--- src/design/aafc_pkg.sv ---
`default_nettype none
package aafc_pkg;

	// matrix entry and plane coefficient formats
	localparam int MAT_W  = 32;
	localparam int COEF_W = MAT_W + 1;
	localparam int REG_W  = 2 * MAT_W;
	localparam int NUM_PLANES = 6;
	localparam int CFG_IDX_W  = 4;

	// configuration register indexes
	localparam logic [CFG_IDX_W-1:0] REG_ROW0_COLS01 = 4'd0;
	localparam logic [CFG_IDX_W-1:0] REG_ROW0_COLS23 = 4'd1;
	localparam logic [CFG_IDX_W-1:0] REG_ROW1_COLS01 = 4'd2;
	localparam logic [CFG_IDX_W-1:0] REG_ROW1_COLS23 = 4'd3;
	localparam logic [CFG_IDX_W-1:0] REG_ROW2_COLS01 = 4'd4;
	localparam logic [CFG_IDX_W-1:0] REG_ROW2_COLS23 = 4'd5;
	localparam logic [CFG_IDX_W-1:0] REG_ROW3_COLS01 = 4'd6;
	localparam logic [CFG_IDX_W-1:0] REG_ROW3_COLS23 = 4'd7;

	typedef logic signed [COEF_W-1:0] coef_t;
	typedef coef_t [3:0] plane_coef_t;
	typedef plane_coef_t [NUM_PLANES-1:0] all_coef_t;

	// pipeline control shared by the datapath slices
	typedef struct packed {
		logic en;
	} pipe_ctl_t;

endpackage
`default_nettype wire

--- src/design/aafc_cfg.sv ---
`default_nettype none
module aafc_cfg (
	input  wire logic clk,
	input  wire logic arst_n,
	input  wire logic cfg_we,
	input  wire logic [aafc_pkg::CFG_IDX_W-1:0] cfg_index,
	input  wire logic [aafc_pkg::REG_W-1:0] cfg_data,
	output aafc_pkg::all_coef_t coef_q
);

	logic [aafc_pkg::REG_W-1:0] mat_q [8];

	// matrix registers, identity at reset
	always_ff @(posedge clk or negedge arst_n) begin
		if (!arst_n) begin
			mat_q[0] <= 64'd65536;
			mat_q[1] <= 64'd0;
			mat_q[2] <= 64'd281474976710656;
			mat_q[3] <= 64'd0;
			mat_q[4] <= 64'd0;
			mat_q[5] <= 64'd65536;
			mat_q[6] <= 64'd0;
			mat_q[7] <= 64'd281474976710656;
		end else if (cfg_we) begin
			case (cfg_index)
				aafc_pkg::REG_ROW0_COLS01: mat_q[0] <= cfg_data;
				aafc_pkg::REG_ROW0_COLS23: mat_q[1] <= cfg_data;
				aafc_pkg::REG_ROW1_COLS01: mat_q[2] <= cfg_data;
				aafc_pkg::REG_ROW1_COLS23: mat_q[3] <= cfg_data;
				aafc_pkg::REG_ROW2_COLS01: mat_q[4] <= cfg_data;
				aafc_pkg::REG_ROW2_COLS23: mat_q[5] <= cfg_data;
				aafc_pkg::REG_ROW3_COLS01: mat_q[6] <= cfg_data;
				aafc_pkg::REG_ROW3_COLS23: mat_q[7] <= cfg_data;
				default: ;
			endcase
		end
	end

	function automatic aafc_pkg::coef_t entry(input logic [aafc_pkg::REG_W-1:0] r,
			input logic hi_half);
		logic signed [aafc_pkg::MAT_W-1:0] e;
		e = hi_half ? r[aafc_pkg::REG_W-1:aafc_pkg::MAT_W] : r[aafc_pkg::MAT_W-1:0];
		return aafc_pkg::COEF_W'(e);
	endfunction

	// plane coefficients: w row plus or minus the axis row, refreshed every cycle
	always_ff @(posedge clk) begin
		for (int p = 0; p < aafc_pkg::NUM_PLANES; p++) begin
			for (int c = 0; c < 4; c++) begin
				if (p % 2 == 1)
					coef_q[p][c] <= entry(mat_q[6 + c/2], c[0])
						- entry(mat_q[(p/2)*2 + c/2], c[0]);
				else
					coef_q[p][c] <= entry(mat_q[6 + c/2], c[0])
						+ entry(mat_q[(p/2)*2 + c/2], c[0]);
			end
		end
	end

endmodule
`default_nettype wire

--- config.mk ---
export PLATFORM = sky130hd
export DESIGN_NAME = aafc_cfg
export DESIGN_NICKNAME = d
export VERILOG_FILES = /design/src/design/aafc_pkg.sv /design/src/design/aafc_cfg.sv
export SDC_FILE = /design/constraint.sdc
export NUM_CORES = 2
export LEC_CHECK = 0
export BUFFER_PORTS_ARGS = -buffer_cell sky130_fd_sc_hd__buf_4
export CAP_MARGIN = 20
export CORE_MARGIN = 3
export CORE_UTILIZATION = 30
export CTS_CLUSTER_DIAMETER = 60
export DETAILED_ROUTE_END_ITERATION = 8
export PLACE_DENSITY = 0.48
export RECOVER_POWER = 25
export SLEW_MARGIN = 20
export SYNTH_ARGS = -nofsm -noshare
export SYNTH_HDL_FRONTEND = slang
export SYNTH_SLANG_ARGS = --single-unit
--- constraint.sdc ---
create_clock -name clk -period 9.05 [get_ports clk]
set_clock_uncertainty 0.05 [all_clocks]
set_input_delay 1.81 -clock clk [delete_from_list [all_inputs] [get_ports clk]]
set_output_delay 1.81 -clock clk [all_outputs]
set_load 0.01 [all_outputs]
==> results.sh <==
export IMPL_status="finished, violations left"
export IMPL_violations="max-capacitance violations, max-slew violations"
export IMPL_hold_viol_final=0
export IMPL_antenna_found_initial=29
export IMPL_path_cells="clkbuf_1, buf_4"
export IMPL_vias=57500
export IMPL_rsz0062_at_grt="false"
export IMPL_whs_ps=484
export IMPL_cts_hold_buf=0
export IMPL_wl_mm=259
export IMPL_start_util=0.302
export IMPL_powerDensity_nw_per_um2=402
export IMPL_dr_pass1_iters=5
export IMPL_tightest_slew_ps=4830
export IMPL_fin_util=0.367
export IMPL_slowest_stage="clkbuf_1"
export IMPL_std_cell_rows=179
export IMPL_stdcell_area_um2=87500
export IMPL_endpoint_kind="asynchronous set/reset pin"
export IMPL_grt_max_degree=140
export IMPL_grt_use_total=0.203
export IMPL_placed_area_um2=81200
export IMPL_synth_cell_area_um2=71900
export IMPL_finalSetupTns_ps=0
export IMPL_hp_class="register to register"
export IMPL_die_w_um=495
export IMPL_slew_violations=75
export IMPL_max_freq_mhz=177
export IMPL_grt_pass1_wl_mm=373
export IMPL_async_flop_share=0.396
export IMPL_ys_ff_latch=1292
export IMPL_post_place_ws_ps=4270
export IMPL_cp_max_fo=77
export IMPL_yosys_most_used_dff="dfxtp_1"
export IMPL_finalPower_mw=35.2
export IMPL_core_um2=238000
export IMPL_postCtsResizedCells=0
export IMPL_wl_per_cell_um=22.2
export IMPL_drc_errors=0
export IMPL_syn_nets=8512
export IMPL_postSynthCellCount=7649
export IMPL_htree_levels=4
export IMPL_maxCapViolations=1
export IMPL_yosys_warnings=0
export IMPL_clock_root_buffer="clkbuf_16"
export IMPL_area_delta_synth_final_pct=21.7
export IMPL_grt_ovfl_total=0
export IMPL_numClockSinks=1292
export IMPL_reg2reg_slack_ps=4430
export IMPL_die_h_um=495
export IMPL_dp_cells=11400
export IMPL_nNetsFinal=9243
export IMPL_clk_path_buf_depth=3
export IMPL_dp_final_hpwl_mm=208
export IMPL_p_leak_nw=40.0
export IMPL_clk_pin_slew_ps=50
export IMPL_yosysUniqueCellTypes=92
export IMPL_drt_iter0_drc=3922
export IMPL_die_area_um2=245000
export IMPL_relSlewSlack=-2.22
export IMPL_irDropWorstVdd_mv=0.187
export IMPL_grt_pass1_vias=55200
export IMPL_fin_ws_ps=3410
export IMPL_ys_seq_area_frac=0.396
export IMPL_gp_congestion=0.911
export IMPL_clk_latency_ps=820
export IMPL_cp_required_ps=9820
export IMPL_finalCriticalPeriod_ps=5640
export IMPL_io_buffers=862
export IMPL_cpPeakStageDelay_ps=3300
export IMPL_path_class="input port to asynchronous set/reset pin"
export IMPL_cp_buffers_inverters=2
export IMPL_cts_tree="built"
export IMPL_synth_edff_count=0
export IMPL_via_per_inst=4.91
export IMPL_path_delay_family="buffers and inverters"
export IMPL_start_kind="input port"
export IMPL_syn_avg_cell_area_um2=9.40
export IMPL_numCtsBuffers=173
export IMPL_final_layout_size_suffix_gt1_frac=0.192
export IMPL_pin_count=863
export IMPL_cp_arrival_ps=6400
export IMPL_cts_setup_buffers=0
export IMPL_setup_viol=0
export IMPL_ant_nets=0
export IMPL_fin_cells=11700
export IMPL_min_period_over_period=0.623
==> registers in the layout, summed over array words and instances, names as in the netlist <==
name,cells
mat_q,512
coef_q,780
==> layout by cell type, fill, tap and decap left out, drive strengths merged, types with 128 or more instances in the layout <==
master,Yosys,final
buf,66,880
nand2,340,340
dfrtp,508,508
inv,735,761
o21bai,186,186
a21oi,652,652
clkbuf,261,241
xnor2,541,541
dfxtp,780,780
ha,768,768
nor2,648,648
o21ai,415,415
xor2,128,128
mux2,381,381
==> synthesized netlist by cell type (33+ instances only) <==
| library cell | instances | area [um^2] |
|---|---|---|
| a21o_1 | 126 | 946 |
| nand2_1 | 340 | 1280 |
| inv_1 | 728 | 2730 |
| ha_1 | 768 | 9610 |
| xnor2_1 | 541 | 4740 |
| clkbuf_1 | 261 | 980 |
| nor2b_1 | 83 | 519 |
| o21bai_1 | 186 | 1400 |
| nor3_1 | 112 | 561 |
| dfrtp_1 | 508 | 12700 |
| nand2b_1 | 91 | 569 |
| nand4_1 | 33 | 206 |
| a31oi_1 | 52 | 325 |
| nor4_1 | 35 | 219 |
| nor2_1 | 648 | 2430 |
| nand3_1 | 60 | 300 |
| xor2_1 | 128 | 1120 |
| or3_1 | 44 | 275 |
| o21a_1 | 59 | 443 |
| dfxtp_1 | 780 | 15600 |
| mux2_2 | 381 | 4290 |
| o31ai_1 | 57 | 428 |
| o21ai_1 | 45 | 225 |
| o211ai_1 | 35 | 263 |
| a211oi_1 | 44 | 330 |
| a21oi_1 | 650 | 3250 |
| o21ai_0 | 370 | 1850 |
==> per-layer routing <==
layer,share of wire,GRT usage,up-vias
met5,0.000050,0,-
met4,0.046,0.0857,2
met3,0.057,0.0345,303
met2,0.43,0.304,1811
met1,0.47,0.288,27800
li1,-,-,27500
==> power breakdown <==
part / internal (mW) / switching, mW
registers: 8.28 / 1.97
clock network: 4.55 / 2.82
logic: 7.28 / 10.2
==> cells by family after synthesis <==
kind of cell    after synthesis  share of synthesized area
fa+ha+maj                   792                      0.140
compound gates             1887                      0.166
mux                         381                     0.0597
buf+inv                    1070                     0.0572
simple gates               1558                     0.0998
flops                      1292                      0.396
xor+xnor                    669                     0.0815
==> worst paths after layout <==
check	start	to	cells after the start
min in group asynchronous	arst_n	mat_q[131]$_DFFE_PN0P_	1
min reg2reg	mat_q[488]$_DFFE_PN0P_	mat_q[488]$_DFFE_PN0P_	1
min	mat_q[488]$_DFFE_PN0P_	mat_q[488]$_DFFE_PN0P_	1
max	arst_n	mat_q[32]$_DFFE_PN0P_	2
max in group clk	mat_q[33]$_DFFE_PN0P_	coef_q[525]$_DFF_P_	14
max reg2reg	mat_q[33]$_DFFE_PN0P_	coef_q[525]$_DFF_P_	14
==> cell type report <==
| type | instances | area [um^2] |
|---|---|---|
| diodes | 6 | 15.0 |
| clock buffers | 238 | 5130 |
| clock inverters | 86 | 1150 |
| fillers | 24100 | 151000 |
| inverters | 743 | 2790 |
| multi-input cells | 5287 | 39300 |
| flip-flops and latches | 1292 | 28400 |
| well taps | 3167 | 3960 |
| repair buffers | 883 | 6680 |
Note: power is estimated with default switching activity, not from simulation.
